## config.mk

```make
export PLATFORM = sky130hd
export DESIGN_NAME = joystick_axis_calibrator_flat
export DESIGN_NICKNAME = d
export VERILOG_FILES = /design/src/hw/rtl/jac_pkg.sv /design/src/hw/rtl/jac_if.sv /design/src/hw/rtl/jac_regs.sv /design/src/hw/rtl/jac_front.sv /design/src/hw/rtl/jac_fifo.sv /design/src/hw/rtl/jac_back.sv /design/src/hw/rtl/joystick_axis_calibrator.sv /design/src/flat_wrapper.sv
export SDC_FILE = /design/constraint.sdc
export NUM_CORES = 1
export LEC_CHECK = 0
export ABC_AREA = 1
export BUFFER_PORTS_ARGS = -buffer_cell sky130_fd_sc_hd__buf_2
export CAP_MARGIN = 10
export CORE_MARGIN = 10
export CORE_UTILIZATION = 62
export DETAILED_ROUTE_END_ITERATION = 7
export GPL_ROUTABILITY_DRIVEN = 0
export PLACE_DENSITY = 0.92
export SLEW_MARGIN = 0
export SYNTH_ARGS = -nofsm -noshare
export SYNTH_HDL_FRONTEND = slang
export SYNTH_SLANG_ARGS = --single-unit
```

## constraint.sdc

```tcl
create_clock -name clk -period 5.05 [get_ports clk]
set_clock_uncertainty 0.05 [all_clocks]
set_input_delay 0.2525 -clock clk [delete_from_list [all_inputs] [get_ports clk]]
set_output_delay 0.2525 -clock clk [all_outputs]
set_load 0.02 [all_outputs]
```

## src/hw/rtl/jac_pkg.sv

```systemverilog
package jac_pkg;

  // Channel and sample geometry.
  localparam int NumChannels = 4;
  localparam int ChanW       = 2;
  localparam int RawW        = 10;
  localparam int ValW        = 8;
  localparam int CfgIdxW     = 4;

  // Difference of sample (inverted on some channels) and offset, one sign bit over the raw width.
  localparam int DiffW = RawW + 1;
  // Positive difference times 255 fits in 18 bits.
  localparam int NumW  = RawW + 8;
  localparam int CntW  = $clog2(NumW);

  localparam logic [RawW-1:0] RawMax     = 10'd1023;
  localparam logic [NumW-1:0] RejectAbove = 18'd300;
  localparam logic [NumW-1:0] OutMax     = 18'd255;

  // Register indexes of the configuration port.
  localparam logic [CfgIdxW-1:0] RegOffset0 = 4'd0;
  localparam logic [CfgIdxW-1:0] RegOffset1 = 4'd1;
  localparam logic [CfgIdxW-1:0] RegOffset2 = 4'd2;
  localparam logic [CfgIdxW-1:0] RegOffset3 = 4'd3;
  localparam logic [CfgIdxW-1:0] RegSpan0   = 4'd4;
  localparam logic [CfgIdxW-1:0] RegSpan1   = 4'd5;
  localparam logic [CfgIdxW-1:0] RegSpan2   = 4'd6;
  localparam logic [CfgIdxW-1:0] RegSpan3   = 4'd7;

  // Reset calibration; element 0 is channel zero.
  localparam logic [NumChannels-1:0][RawW-1:0] OffsetReset =
    {10'd400, 10'd430, 10'd400, 10'd450};
  localparam logic [NumChannels-1:0][RawW-1:0] SpanReset =
    {10'd200, 10'd200, 10'd200, 10'd150};

  // Depth of the queue between front and back.
  localparam int FifoDepth = 2;
  localparam int FifoPtrW  = $clog2(FifoDepth);
  localparam int FifoCntW  = $clog2(FifoDepth + 1);

  // Calibration settings as seen by the front end.
  typedef struct packed {
    logic [NumChannels-1:0][RawW-1:0] offset;
    logic [NumChannels-1:0][RawW-1:0] span;
  } jac_cfg_t;

  // One classified sample waiting for its division.
  typedef struct packed {
    logic [ChanW-1:0] chan;
    logic             force_zero;
    logic [NumW-1:0]  num;
    logic [RawW-1:0]  span;
  } jac_item_t;

  // Back-end sequencer states.
  typedef enum logic [2:0] {
    ST_IDLE = 3'b001,
    ST_DIV  = 3'b010,
    ST_HOLD = 3'b100
  } jac_state_t;

endpackage

```

## src/hw/rtl/jac_if.sv

```systemverilog
interface jac_in_if import jac_pkg::*; ();
  logic            valid;
  logic            ready;
  logic [RawW-1:0] raw_sample;

  modport source (output valid, output raw_sample, input ready);
  modport sink   (input valid, input raw_sample, output ready);
endinterface

interface jac_out_if import jac_pkg::*; ();
  logic             valid;
  logic             ready;
  logic [ChanW-1:0] axis_channel;
  logic [ValW-1:0]  axis_value;

  modport source (output valid, output axis_channel, output axis_value, input ready);
  modport sink   (input valid, input axis_channel, input axis_value, output ready);
endinterface

interface jac_cfg_if import jac_pkg::*; ();
  logic               valid;
  logic               ready;
  logic [CfgIdxW-1:0] index;
  logic [RawW-1:0]    data;

  modport source (output valid, output index, output data, input ready);
  modport sink   (input valid, input index, input data, output ready);
endinterface

```

## src/hw/rtl/jac_regs.sv

```systemverilog
module jac_regs import jac_pkg::*; (
  input  logic          clk,
  input  logic          rst_n,
  jac_cfg_if.sink       cfg,
  output jac_cfg_t      cfg_o
);

  logic [NumChannels-1:0][RawW-1:0] offset_r, offset_nxt;
  logic [NumChannels-1:0][RawW-1:0] span_r, span_nxt;

  // Writes are always taken; indexes beyond the list are dropped.
  assign cfg.ready = 1'b1;

  always_comb begin
    offset_nxt = offset_r;
    span_nxt   = span_r;
    if (cfg.valid) begin
      unique case (cfg.index)
        RegOffset0: offset_nxt[0] = cfg.data;
        RegOffset1: offset_nxt[1] = cfg.data;
        RegOffset2: offset_nxt[2] = cfg.data;
        RegOffset3: offset_nxt[3] = cfg.data;
        RegSpan0:   span_nxt[0]   = cfg.data;
        RegSpan1:   span_nxt[1]   = cfg.data;
        RegSpan2:   span_nxt[2]   = cfg.data;
        RegSpan3:   span_nxt[3]   = cfg.data;
        default: begin
        end
      endcase
    end
  end

  always_ff @(posedge clk) begin
    if (!rst_n) begin
      offset_r <= OffsetReset;
      span_r   <= SpanReset;
    end else begin
      offset_r <= offset_nxt;
      span_r   <= span_nxt;
    end
  end

  assign cfg_o.offset = offset_r;
  assign cfg_o.span   = span_r;

endmodule

```

## src/hw/rtl/jac_front.sv

```systemverilog
module jac_front import jac_pkg::*; (
  input  logic          clk,
  input  logic          rst_n,
  jac_in_if.sink        in_ch,
  input  jac_cfg_t      cfg_i,
  input  logic          q_full,
  output logic          q_push,
  output jac_item_t     q_item
);

  logic [ChanW-1:0] chan_r, chan_nxt;
  logic [RawW-1:0]  sample;
  logic [RawW-1:0]  offset;
  logic [RawW-1:0]  span;
  logic [DiffW-1:0] diff;
  logic [RawW-1:0]  mag;
  logic             positive;

  // A word is taken whenever the queue has room.
  assign in_ch.ready = !q_full;
  assign q_push      = in_ch.valid && !q_full;

  // Channels zero and two read inverted.
  assign offset = cfg_i.offset[chan_r];
  assign span   = cfg_i.span[chan_r];
  assign sample = chan_r[0] ? in_ch.raw_sample : (RawMax - in_ch.raw_sample);

  // A difference at or below zero can only give a zero result.
  assign diff     = {1'b0, sample} - {1'b0, offset};
  assign positive = !diff[DiffW-1] && (diff != '0);
  assign mag      = diff[RawW-1:0];

  // Times 255 as a shift and a subtract.
  always_comb begin
    q_item.chan       = chan_r;
    q_item.force_zero = !positive || (span == '0);
    q_item.num        = {mag, 8'd0} - {{(NumW-RawW){1'b0}}, mag};
    q_item.span       = span;
  end

  // Round-robin channel pointer.
  always_comb begin
    chan_nxt = chan_r;
    if (q_push) begin
      if (chan_r >= ChanW'(NumChannels - 1)) begin
        chan_nxt = '0;
      end else begin
        chan_nxt = chan_r + 1'b1;
      end
    end
  end

  always_ff @(posedge clk) begin
    if (!rst_n) begin
      chan_r <= '0;
    end else begin
      chan_r <= chan_nxt;
    end
  end

endmodule

```

## src/hw/rtl/jac_fifo.sv

```systemverilog
module jac_fifo import jac_pkg::*; (
  input  logic      clk,
  input  logic      rst_n,
  input  logic      push,
  input  jac_item_t push_item,
  input  logic      pop,
  output jac_item_t pop_item,
  output logic      full,
  output logic      empty
);

  jac_item_t             mem_r [FifoDepth];
  logic [FifoPtrW-1:0]   wr_ptr_r, wr_ptr_nxt;
  logic [FifoPtrW-1:0]   rd_ptr_r, rd_ptr_nxt;
  logic [FifoCntW-1:0]   count_r, count_nxt;

  assign full     = (count_r == FifoCntW'(FifoDepth));
  assign empty    = (count_r == '0);
  assign pop_item = mem_r[rd_ptr_r];

  // Pointer and fill count bookkeeping.
  always_comb begin
    wr_ptr_nxt = wr_ptr_r;
    rd_ptr_nxt = rd_ptr_r;
    count_nxt  = count_r;
    if (push) begin
      wr_ptr_nxt = (wr_ptr_r == FifoPtrW'(FifoDepth - 1)) ? '0 : wr_ptr_r + 1'b1;
    end
    if (pop) begin
      rd_ptr_nxt = (rd_ptr_r == FifoPtrW'(FifoDepth - 1)) ? '0 : rd_ptr_r + 1'b1;
    end
    if (push && !pop) begin
      count_nxt = count_r + 1'b1;
    end else if (pop && !push) begin
      count_nxt = count_r - 1'b1;
    end
  end

  always_ff @(posedge clk) begin
    if (!rst_n) begin
      wr_ptr_r <= '0;
      rd_ptr_r <= '0;
      count_r  <= '0;
    end else begin
      wr_ptr_r <= wr_ptr_nxt;
      rd_ptr_r <= rd_ptr_nxt;
      count_r  <= count_nxt;
    end
  end

  // Entry storage.
  always_ff @(posedge clk) begin
    if (push) begin
      mem_r[wr_ptr_r] <= push_item;
    end
  end

`ifndef NO_ASSERTIONS
  // The front end must never write into a full queue.
  a_no_overflow: assert property (@(posedge clk) disable iff (!rst_n)
    push |-> !full)
    else $error("queue written while full");

  // The back end must never read an empty queue.
  a_no_underflow: assert property (@(posedge clk) disable iff (!rst_n)
    pop |-> !empty)
    else $error("queue read while empty");
`endif

endmodule

```

## src/hw/rtl/jac_back.sv

```systemverilog
module jac_back import jac_pkg::*; (
  input  logic      clk,
  input  logic      rst_n,
  input  logic      q_empty,
  input  jac_item_t q_item,
  output logic      q_pop,
  jac_out_if.source out_ch
);

  jac_state_t        state_r, state_nxt;
  logic [CntW-1:0]   cnt_r, cnt_nxt;
  logic [RawW:0]     rem_r, rem_nxt;
  logic [NumW-1:0]   quo_r, quo_nxt;
  logic [RawW-1:0]   span_r;
  logic [ChanW-1:0]  chan_r;
  logic              zero_r;
  logic [RawW:0]     trial;
  logic              fits;
  logic              out_valid_r, out_valid_nxt;
  logic [ChanW-1:0]  out_chan_r;
  logic [ValW-1:0]   out_value_r;
  logic [ValW-1:0]   result;
  logic              slot_free;

  assign slot_free = !out_valid_r || out_ch.ready;
  assign q_pop     = (state_r == ST_IDLE) && !q_empty;

  // One restoring step: shift in the next dividend bit, subtract if it fits.
  assign trial = {rem_r[RawW-1:0], quo_r[NumW-1]};
  assign fits  = (trial >= {1'b0, span_r});

  // Zero a forced or rejected quotient and clamp the rest to the output range.
  always_comb begin
    if (zero_r || (quo_r > RejectAbove)) begin
      result = '0;
    end else if (quo_r > OutMax) begin
      result = OutMax[ValW-1:0];
    end else begin
      result = quo_r[ValW-1:0];
    end
  end

  // Sequencer: load, divide one bit per cycle, then wait for the output slot.
  always_comb begin
    state_nxt     = state_r;
    cnt_nxt       = cnt_r;
    rem_nxt       = rem_r;
    quo_nxt       = quo_r;
    out_valid_nxt = out_valid_r && !out_ch.ready;
    unique case (state_r)
      ST_IDLE: begin
        if (!q_empty) begin
          state_nxt = ST_DIV;
          cnt_nxt   = CntW'(NumW - 1);
          rem_nxt   = '0;
          quo_nxt   = q_item.num;
        end
      end
      ST_DIV: begin
        rem_nxt = fits ? (trial - {1'b0, span_r}) : trial;
        quo_nxt = {quo_r[NumW-2:0], fits};
        cnt_nxt = cnt_r - 1'b1;
        if (cnt_r == '0) begin
          state_nxt = ST_HOLD;
        end
      end
      ST_HOLD: begin
        if (slot_free) begin
          state_nxt     = ST_IDLE;
          out_valid_nxt = 1'b1;
        end
      end
      default: begin
        state_nxt = ST_IDLE;
      end
    endcase
  end

  always_ff @(posedge clk) begin
    if (!rst_n) begin
      state_r     <= ST_IDLE;
      out_valid_r <= 1'b0;
    end else begin
      state_r     <= state_nxt;
      out_valid_r <= out_valid_nxt;
    end
  end

  // Datapath registers.
  always_ff @(posedge clk) begin
    cnt_r <= cnt_nxt;
    rem_r <= rem_nxt;
    quo_r <= quo_nxt;
    if (q_pop) begin
      span_r <= q_item.span;
      chan_r <= q_item.chan;
      zero_r <= q_item.force_zero;
    end
    if ((state_r == ST_HOLD) && slot_free) begin
      out_chan_r  <= chan_r;
      out_value_r <= result;
    end
  end

  assign out_ch.valid        = out_valid_r;
  assign out_ch.axis_channel = out_chan_r;
  assign out_ch.axis_value   = out_value_r;

`ifndef NO_ASSERTIONS
  // A new word appears only right after a finished division.
  a_out_from_hold: assert property (@(posedge clk) disable iff (!rst_n)
    (out_ch.valid && !$past(out_ch.valid && !out_ch.ready)) |-> $past(state_r == ST_HOLD))
    else $error("output word not sourced from a finished division");

  // The last division step always leads into the hold state.
  a_div_ends: assert property (@(posedge clk) disable iff (!rst_n)
    (state_r == ST_DIV && cnt_r == '0) |=> (state_r == ST_HOLD))
    else $error("division did not finish after its last step");
`endif

endmodule

```

## src/hw/rtl/joystick_axis_calibrator.sv

```systemverilog
// Joystick axis calibrator.
// in_ch carries 10-bit converter samples that arrive in channel order
// 0, 1, 2, 3 and then repeat; the block counts the channel itself.
// out_ch returns one word per sample: the channel and an 8-bit position
// after offset removal and span scaling, 255 at saturation and 0 out of range.
// cfg_ch writes offsets (index 0..3) and spans (index 4..7); other indexes
// are dropped. Write it only while no sample is in flight.
// A sample is classified in the cycle it is taken and queued; the back end
// then runs a one-bit-per-cycle restoring divider of 18 steps; it pops the
// next sample only after the previous word has left its hold state.
// The two-entry queue keeps accepting samples while the divider works, and
// a finished word waits in the output register while the next one divides.
// When the receiver stalls the output word holds, the divider stops in its
// hold state and the queue fills, after which in_ch.ready drops.
// Synchronous reset restores the default calibration, sets the channel
// pointer to 0 and empties the queue and the output register.
module joystick_axis_calibrator import jac_pkg::*; (
  input  logic       clk,
  input  logic       rst_n,
  jac_in_if.sink     in_ch,
  jac_out_if.source  out_ch,
  jac_cfg_if.sink    cfg_ch
);

  jac_cfg_t  cfg;
  jac_item_t push_item;
  jac_item_t pop_item;
  logic      push;
  logic      pop;
  logic      full;
  logic      empty;

  // Calibration registers.
  jac_regs u_regs (
    .clk   (clk),
    .rst_n (rst_n),
    .cfg   (cfg_ch),
    .cfg_o (cfg)
  );

  // Channel tracking and numerator preparation.
  jac_front u_front (
    .clk    (clk),
    .rst_n  (rst_n),
    .in_ch  (in_ch),
    .cfg_i  (cfg),
    .q_full (full),
    .q_push (push),
    .q_item (push_item)
  );

  // Queue between classification and division.
  jac_fifo u_fifo (
    .clk       (clk),
    .rst_n     (rst_n),
    .push      (push),
    .push_item (push_item),
    .pop       (pop),
    .pop_item  (pop_item),
    .full      (full),
    .empty     (empty)
  );

  // Division, clamping and output register.
  jac_back u_back (
    .clk     (clk),
    .rst_n   (rst_n),
    .q_empty (empty),
    .q_item  (pop_item),
    .q_pop   (pop),
    .out_ch  (out_ch)
  );

endmodule

```

## src/flat_wrapper.sv

```systemverilog
// flat-port wrapper written by rule: the top's interface ports become plain ports
module joystick_axis_calibrator_flat import jac_pkg::*;
  (clk, rst_n, in_ch_valid, in_ch_raw_sample, in_ch_ready, out_ch_valid, out_ch_axis_channel, out_ch_axis_value, out_ch_ready, cfg_ch_valid, cfg_ch_index, cfg_ch_data, cfg_ch_ready);
  jac_in_if in_ch_i ();
  jac_out_if out_ch_i ();
  jac_cfg_if cfg_ch_i ();
  input  logic clk;
  input  logic rst_n;
  input wire logic [$bits(in_ch_i.valid)-1:0] in_ch_valid;
  input wire logic [$bits(in_ch_i.raw_sample)-1:0] in_ch_raw_sample;
  output wire logic [$bits(in_ch_i.ready)-1:0] in_ch_ready;
  output wire logic [$bits(out_ch_i.valid)-1:0] out_ch_valid;
  output wire logic [$bits(out_ch_i.axis_channel)-1:0] out_ch_axis_channel;
  output wire logic [$bits(out_ch_i.axis_value)-1:0] out_ch_axis_value;
  input wire logic [$bits(out_ch_i.ready)-1:0] out_ch_ready;
  input wire logic [$bits(cfg_ch_i.valid)-1:0] cfg_ch_valid;
  input wire logic [$bits(cfg_ch_i.index)-1:0] cfg_ch_index;
  input wire logic [$bits(cfg_ch_i.data)-1:0] cfg_ch_data;
  output wire logic [$bits(cfg_ch_i.ready)-1:0] cfg_ch_ready;
  assign in_ch_i.valid = in_ch_valid;
  assign in_ch_i.raw_sample = in_ch_raw_sample;
  assign in_ch_ready = in_ch_i.ready;
  assign out_ch_valid = out_ch_i.valid;
  assign out_ch_axis_channel = out_ch_i.axis_channel;
  assign out_ch_axis_value = out_ch_i.axis_value;
  assign out_ch_i.ready = out_ch_ready;
  assign cfg_ch_i.valid = cfg_ch_valid;
  assign cfg_ch_i.index = cfg_ch_index;
  assign cfg_ch_i.data = cfg_ch_data;
  assign cfg_ch_ready = cfg_ch_i.ready;
  joystick_axis_calibrator u_core (.clk(clk), .rst_n(rst_n), .in_ch(in_ch_i), .out_ch(out_ch_i), .cfg_ch(cfg_ch_i));
endmodule
```

; ---- After elaboration in Yosys (flattened, before gate mapping)
; Memory sizes are Yosys's and may differ from the RTL's. A register that Yosys moved wholly into a read port is not among the register bits.
; Index checks and enable logic that the tools add are counted.
[classes]
reduce_logical = 35
order_cmp = 5
n_addsub = 10
eq_ne = 14
mux = 28
[op_table]
columns = operator, n
row1 = 10-bit two-way mux, 5
row2 = 10-bit binary-select mux with 2-bit select, 2
row3 = 18-bit one-hot mux with 2 select lines, 1
row4 = 10-bit one-hot mux with 2 select lines, 1
row5 = "18-bit by 8-bit greater-than comparator with 1-bit output, second input constant", 1
row6 = "18-bit by 9-bit greater-than comparator with 1-bit output, second input constant", 1
row7 = 18-bit two-way mux, 1
row8 = 2-bit AND reduction, 9
row9 = 18-bit by 10-bit subtractor with 18-bit output, 1
row10 = "4-bit by 3-bit equality test with 1-bit output, second input constant", 4
row11 = 11-bit by 10-bit >= comparator with 1-bit output, 1
row12 = 11-bit nonzero test, 1
row13 = 10-bit by 10-bit subtractor with 11-bit output, 1
row14 = 10-bit zero test, 1
row15 = 5-bit one-hot mux with 2 select lines, 1
row16 = 10-bit subtractor, 1
row17 = "10-bit subtractor, first input constant", 1
row18 = 3-bit two-way mux, 3
row19 = 3-bit one-hot mux with 3 select lines, 1
row20 = "4-bit by 2-bit equality test with 1-bit output, second input constant", 2
row21 = 1-bit zero test, 8
row22 = 1-bit two-way mux, 8
row23 = 8-bit two-way mux, 1
row24 = 1-bit logical AND, 7
row25 = other kinds (20), 29
[totals]
mem_count = 1
regBits = 146
in_bits = 29
mem_bits_rw = 62
out_inout_bits = 13
word_cells = 115
[memory_table]
columns = memory, words, word_bits, read_ports, rd_ports_with_merged_regs, write_ports, line_no
row1 = u_core.u_fifo.mem_r, 2, 31, 1, 1, 1, jac_fifo.sv:12  ; jac_item_t mem_r [FifoDepth];

; ---- Depth between registers and ports, before layout
[logic_depth]
ltp_word = 7
ltp_mapped = 25
ltp_nobuf = 22

; ---- By module
; From an unflattened synthesis, not the netlist that was laid out.
[hier_totals]
hier_cells = 1295
hier_area_um2 = 10695.3
[by_module_without_submodules]
columns = mod, cells_per_inst, instances, seq_area_each_um2, area_per_inst_um2
row1 = jac_regs, 446, 1, 1601.5, 3151.8
row2 = jac_back, 346, 1, 1761.7, 3136.8
row3 = jac_fifo, 131, 1, 1961.9, 2472.4
row4 = jac_front, 372, 1, 40.0, 1934.4

; ---- Worst setup path before layout
; OpenSTA, ideal clock, no wires.
[synth_path]
kind = register -> register
from = register u_core.u_front.chan_r[0]
to = memory u_core.u_fifo.mem_r[0][27] in the netlist's numbering (data pin)
slack_ns = 1.155
path_buffers = 3
arrival_time_ns = 3.588
t_required_ns = 4.743
synth_period_minus_slack_ns = 3.895
stages_incl_launch_ff = 25
path_cell_list = dfxtp_1 buf_2 buf_2 clkbuf_1 o21ai_0 nor2_1 a21oi_1 ha_1 nand2_1 inv_1 nand2_1 nand3_1 a21oi_1 inv_1 nand2_1 nand2_1 ha_1 a21oi_1 inv_1 nor2_1 nand2_1 nor3_4 nand3_1 nand2_1 nand2_1
[synth_rtl]
columns = item, line_no
row1 = start: declaration, jac_front.sv:11  ; logic [ChanW-1:0] chan_r, chan_nxt;
row2 = start signal: assignment, jac_front.sv:57  ; chan_r <= chan_nxt;
row3 = end: declaration, jac_fifo.sv:12

==> run_results.csv <==
group,metric,value,unit
outcome,outcome,"completed",
final_layout,final_nets,1237,
critical_path,path_class,"flop to flop",
power,vdd_drop_max,0.0003007,V
logic_synthesis,syn-num-nets,1212,
die,core,0.01589,mm2
sta,finalMaxSlewViolations,0,
logic_synthesis,synth_cell_types,47,
global_routing,grt_overflow,0,
global_routing,grt_pass1_vias,7711,
sta,fin_tns_setup,0,ps
placement,hpwlAfterDp,15.39,mm
route,viasPerCell,5.684,
route,drt_iter0_drc,810,
die,die_h,147.3,um
logic_synthesis,avgSynthCellArea,8.710,um2
clock_network,cts_tree,"done",
final_layout,final_common_cell,"nand2_1",
placement,post-place-cells,1370,
global_routing,antenna_found_initial,0,
global_routing,grt_pass1_wl,36.96,mm
logic_synthesis,netlist_area,0.01005,mm2
critical_path,startpoint_type,"flop",
route,postRouteAntennaNets,0,
sta,setup_viol,0,
global_routing,grt_max_degree,88,
critical_path,critPathArrivalTime,4480,ps
clock_network,path_clk_slew,60,ps
logic_synthesis,synth.area.top_cells,"edfxtp_1, dfxtp_1, nand2_1",
sta,fin_ws,763.0,ps
final_layout,insertedDiodeCount,0,
logic_synthesis,yosysWarnings,0,
logic_synthesis,synth_largest_area_cell,"edfxtp_1",
power,leakage,4.754,nW
final_layout,utilization,69.96,%
die,rows,46,
logic_synthesis,synth_cells,1154,
route,totalWireLength,22.64,mm
route,drc,0,
sta,tightest_slew,996.4,ps
sta,period_needed,4287,ps
power,finalPower,6.877,mW
final_layout,layout-drive-gt1-share,10.79,%
run,maxCapViolCount,0,
final_layout,final_cell_mix,"nand2_1, nor2_1, o21ai_0",
logic_synthesis,synth_top_area_share,35.25,%
clock_network,cts.path.max_buffers,3,
critical_path,cp_max_fo,60,
route,wl_per_cell,16.05,um
logic_synthesis,ys_seq_elements,209,
hold_path,hold_path_class,"primary input to flop",
sta,post-route-period-util,84.89,%
critical_path,required,5240,ps
placement,portBuffers,40,
sta,fmax,233.3,MHz
route,drt_first_pass_iters,5,
clock_network,ctsHtreeMaxLevel,1,
die,dieArea,0.02170,mm2
clock_network,clock_latency,500,ps
clock_network,clock_sinks,209,
final_layout,area_growth,10.57,%
die,dieWidth,147.3,um
power,powerDensity,618.8,mW/mm2
critical_path,end_kind,"flop",
die,start_util,63.27,%
placement,post-place-ws,888.0,ps
final_layout,finalNonFillerCells,1411,
clock_network,cts_buffers,22,
logic_synthesis,yosysSeqAreaShare,53.38,%
sta,rsz0062_at_grt,"no",
clock_network,clk_root_buffer_cell,"clkbuf_16",
route,vias,8020,
global_routing,grt_usage,20.28,%
die,ios,42,
clock_network,cts.repair.resized,0,
sta,relSlewSlack,33.58,%
sta,hold_viol,0,
-- layout make-up --
type | count | area [um2]
Clock buffer | 26 | 586.8
Inverter | 123 | 461.7
Fill cell | 1156 | 4772
Timing Repair Buffer | 53 | 300.3
Sequential cell | 209 | 5366
Multi-Input combinational cell | 770 | 4023
Tap cell | 216 | 270.3
Clock inverter | 14 | 105.1
-- layer usage --
| layer | GRT usage, % | vias to the layer above | part of all wire (%) | wire (um) |
|---|---|---|---|---|
| li1 | - | 3875 | - | - |
| met1 | 25.00 | 3736 | 41 | 9386 |
| met2 | 34.78 | 348 | 49 | 11040 |
| met3 | 3.655 | 61 | 6.8 | 1547 |
| met4 | 7.384 | 0 | 3.0 | 670 |
| met5 | 0 | - | 0 | 0 |
-- timing repair --
item / CTS / global route
setup endpoints to repair: 0 / 0
hold buffers: 1 / 0
setup buffers: 0 / 0
endpoints found under the hold margin: 1 / 0
-- registers in the layout, summed over array words and instances (netlist names), 2 cells and up, named ones only --
name and flops:
u_core.u_back.out_ch.axis_channel 2, u_core.u_regs.cfg_o 80, u_core.u_back.span_r 10, u_core.u_back.rem_r 10, u_core.u_fifo.count_r 2, u_core.u_back.chan_r 2
u_core.u_back.out_ch.axis_value 8, u_core.u_back.state_r 3, u_core.u_back.cnt_r 5, u_core.u_front.chan_r 2, u_core.u_fifo.mem_r 62, u_core.u_back.quo_r 18
-- worst max-delay path: stages (launching register included) --
cell	delay, ps
dfxtp_2	330
buf_4	500
o21ai_0	170
nor2_1	120
a21oi_1	50
ha_1	380
nand2_1	140
nor2_1	60
nand2_1	90
nand3_1	130
a21oi_1	220
inv_1	60
nand2_1	50
nand2_1	110
ha_1	380
a21oi_1	270
inv_1	90
nor2_1	140
nand2_1	140
nor3_4	280
nand3_1	100
nand2_1	80
nand2_1	70
-- cell families after synthesis --
group,synth area share [%]
flops,53.38
simple gates,20.43
xor+xnor,2.689
compound gates,11.45
fa+ha+maj,3.759
mux,1.556
other cells,0.03731
buf+inv,6.697
-- per-stage QoR --
| stage | cell area [um2] | hold WS, ps |
|---|---|---|
| after floorplan | 10050 | 350.3 |
| after global placement | 10410 | 384.1 |
| after detailed placement | 10410 | 392.0 |
| after CTS | 11110 | 47.15 |
| after global routing | 11110 | 55.08 |
| final | 11110 | 57.76 |
-- cells in the mapped netlist (all sizes together) --
cell type and instances:
a21o 2, mux2i 1, mux2 13, edfxtp 118
nor3b 1, inv 116, a32o 6, o211ai 15
clkinv 7, o21bai 1, o22ai 2, xor2 14
xnor2 16, a21oi 62, nor2 173, and2 1
a31oi 1, nand2 220, nand4 5, nand3b 3
buf 11, nand3 69, nor3 11, o21a 1
or2 1, ha 27, o21ai 122, dfxtp 91
clkbuf 41, fa 2, conb 1
-- where the power goes --
part	internal [mW]	switching (mW)	total, mW
sequential	2.48	0.157	2.63
combinational	0.890	1.82	2.71
clock	0.886	0.643	1.53
-- worst paths after layout --
check | slack, ps | startpoint | cells past startpoint | to
worst max-delay path | 760 | u_core.u_front.chan_r[0] | 22 | u_core.u_fifo.mem_r[0][27]
worst min register to register | 400 | u_core.u_back.chan_r[0] | 0 | u_core.u_back.out_ch.axis_channel[0]
worst min-delay path | 60 | cfg_ch_data[6] | 3 | u_core.u_regs.cfg_o[26]
worst max register to register | 760 | u_core.u_front.chan_r[0] | 22 | u_core.u_fifo.mem_r[0][27]
(Power assumes the default switching activity.)
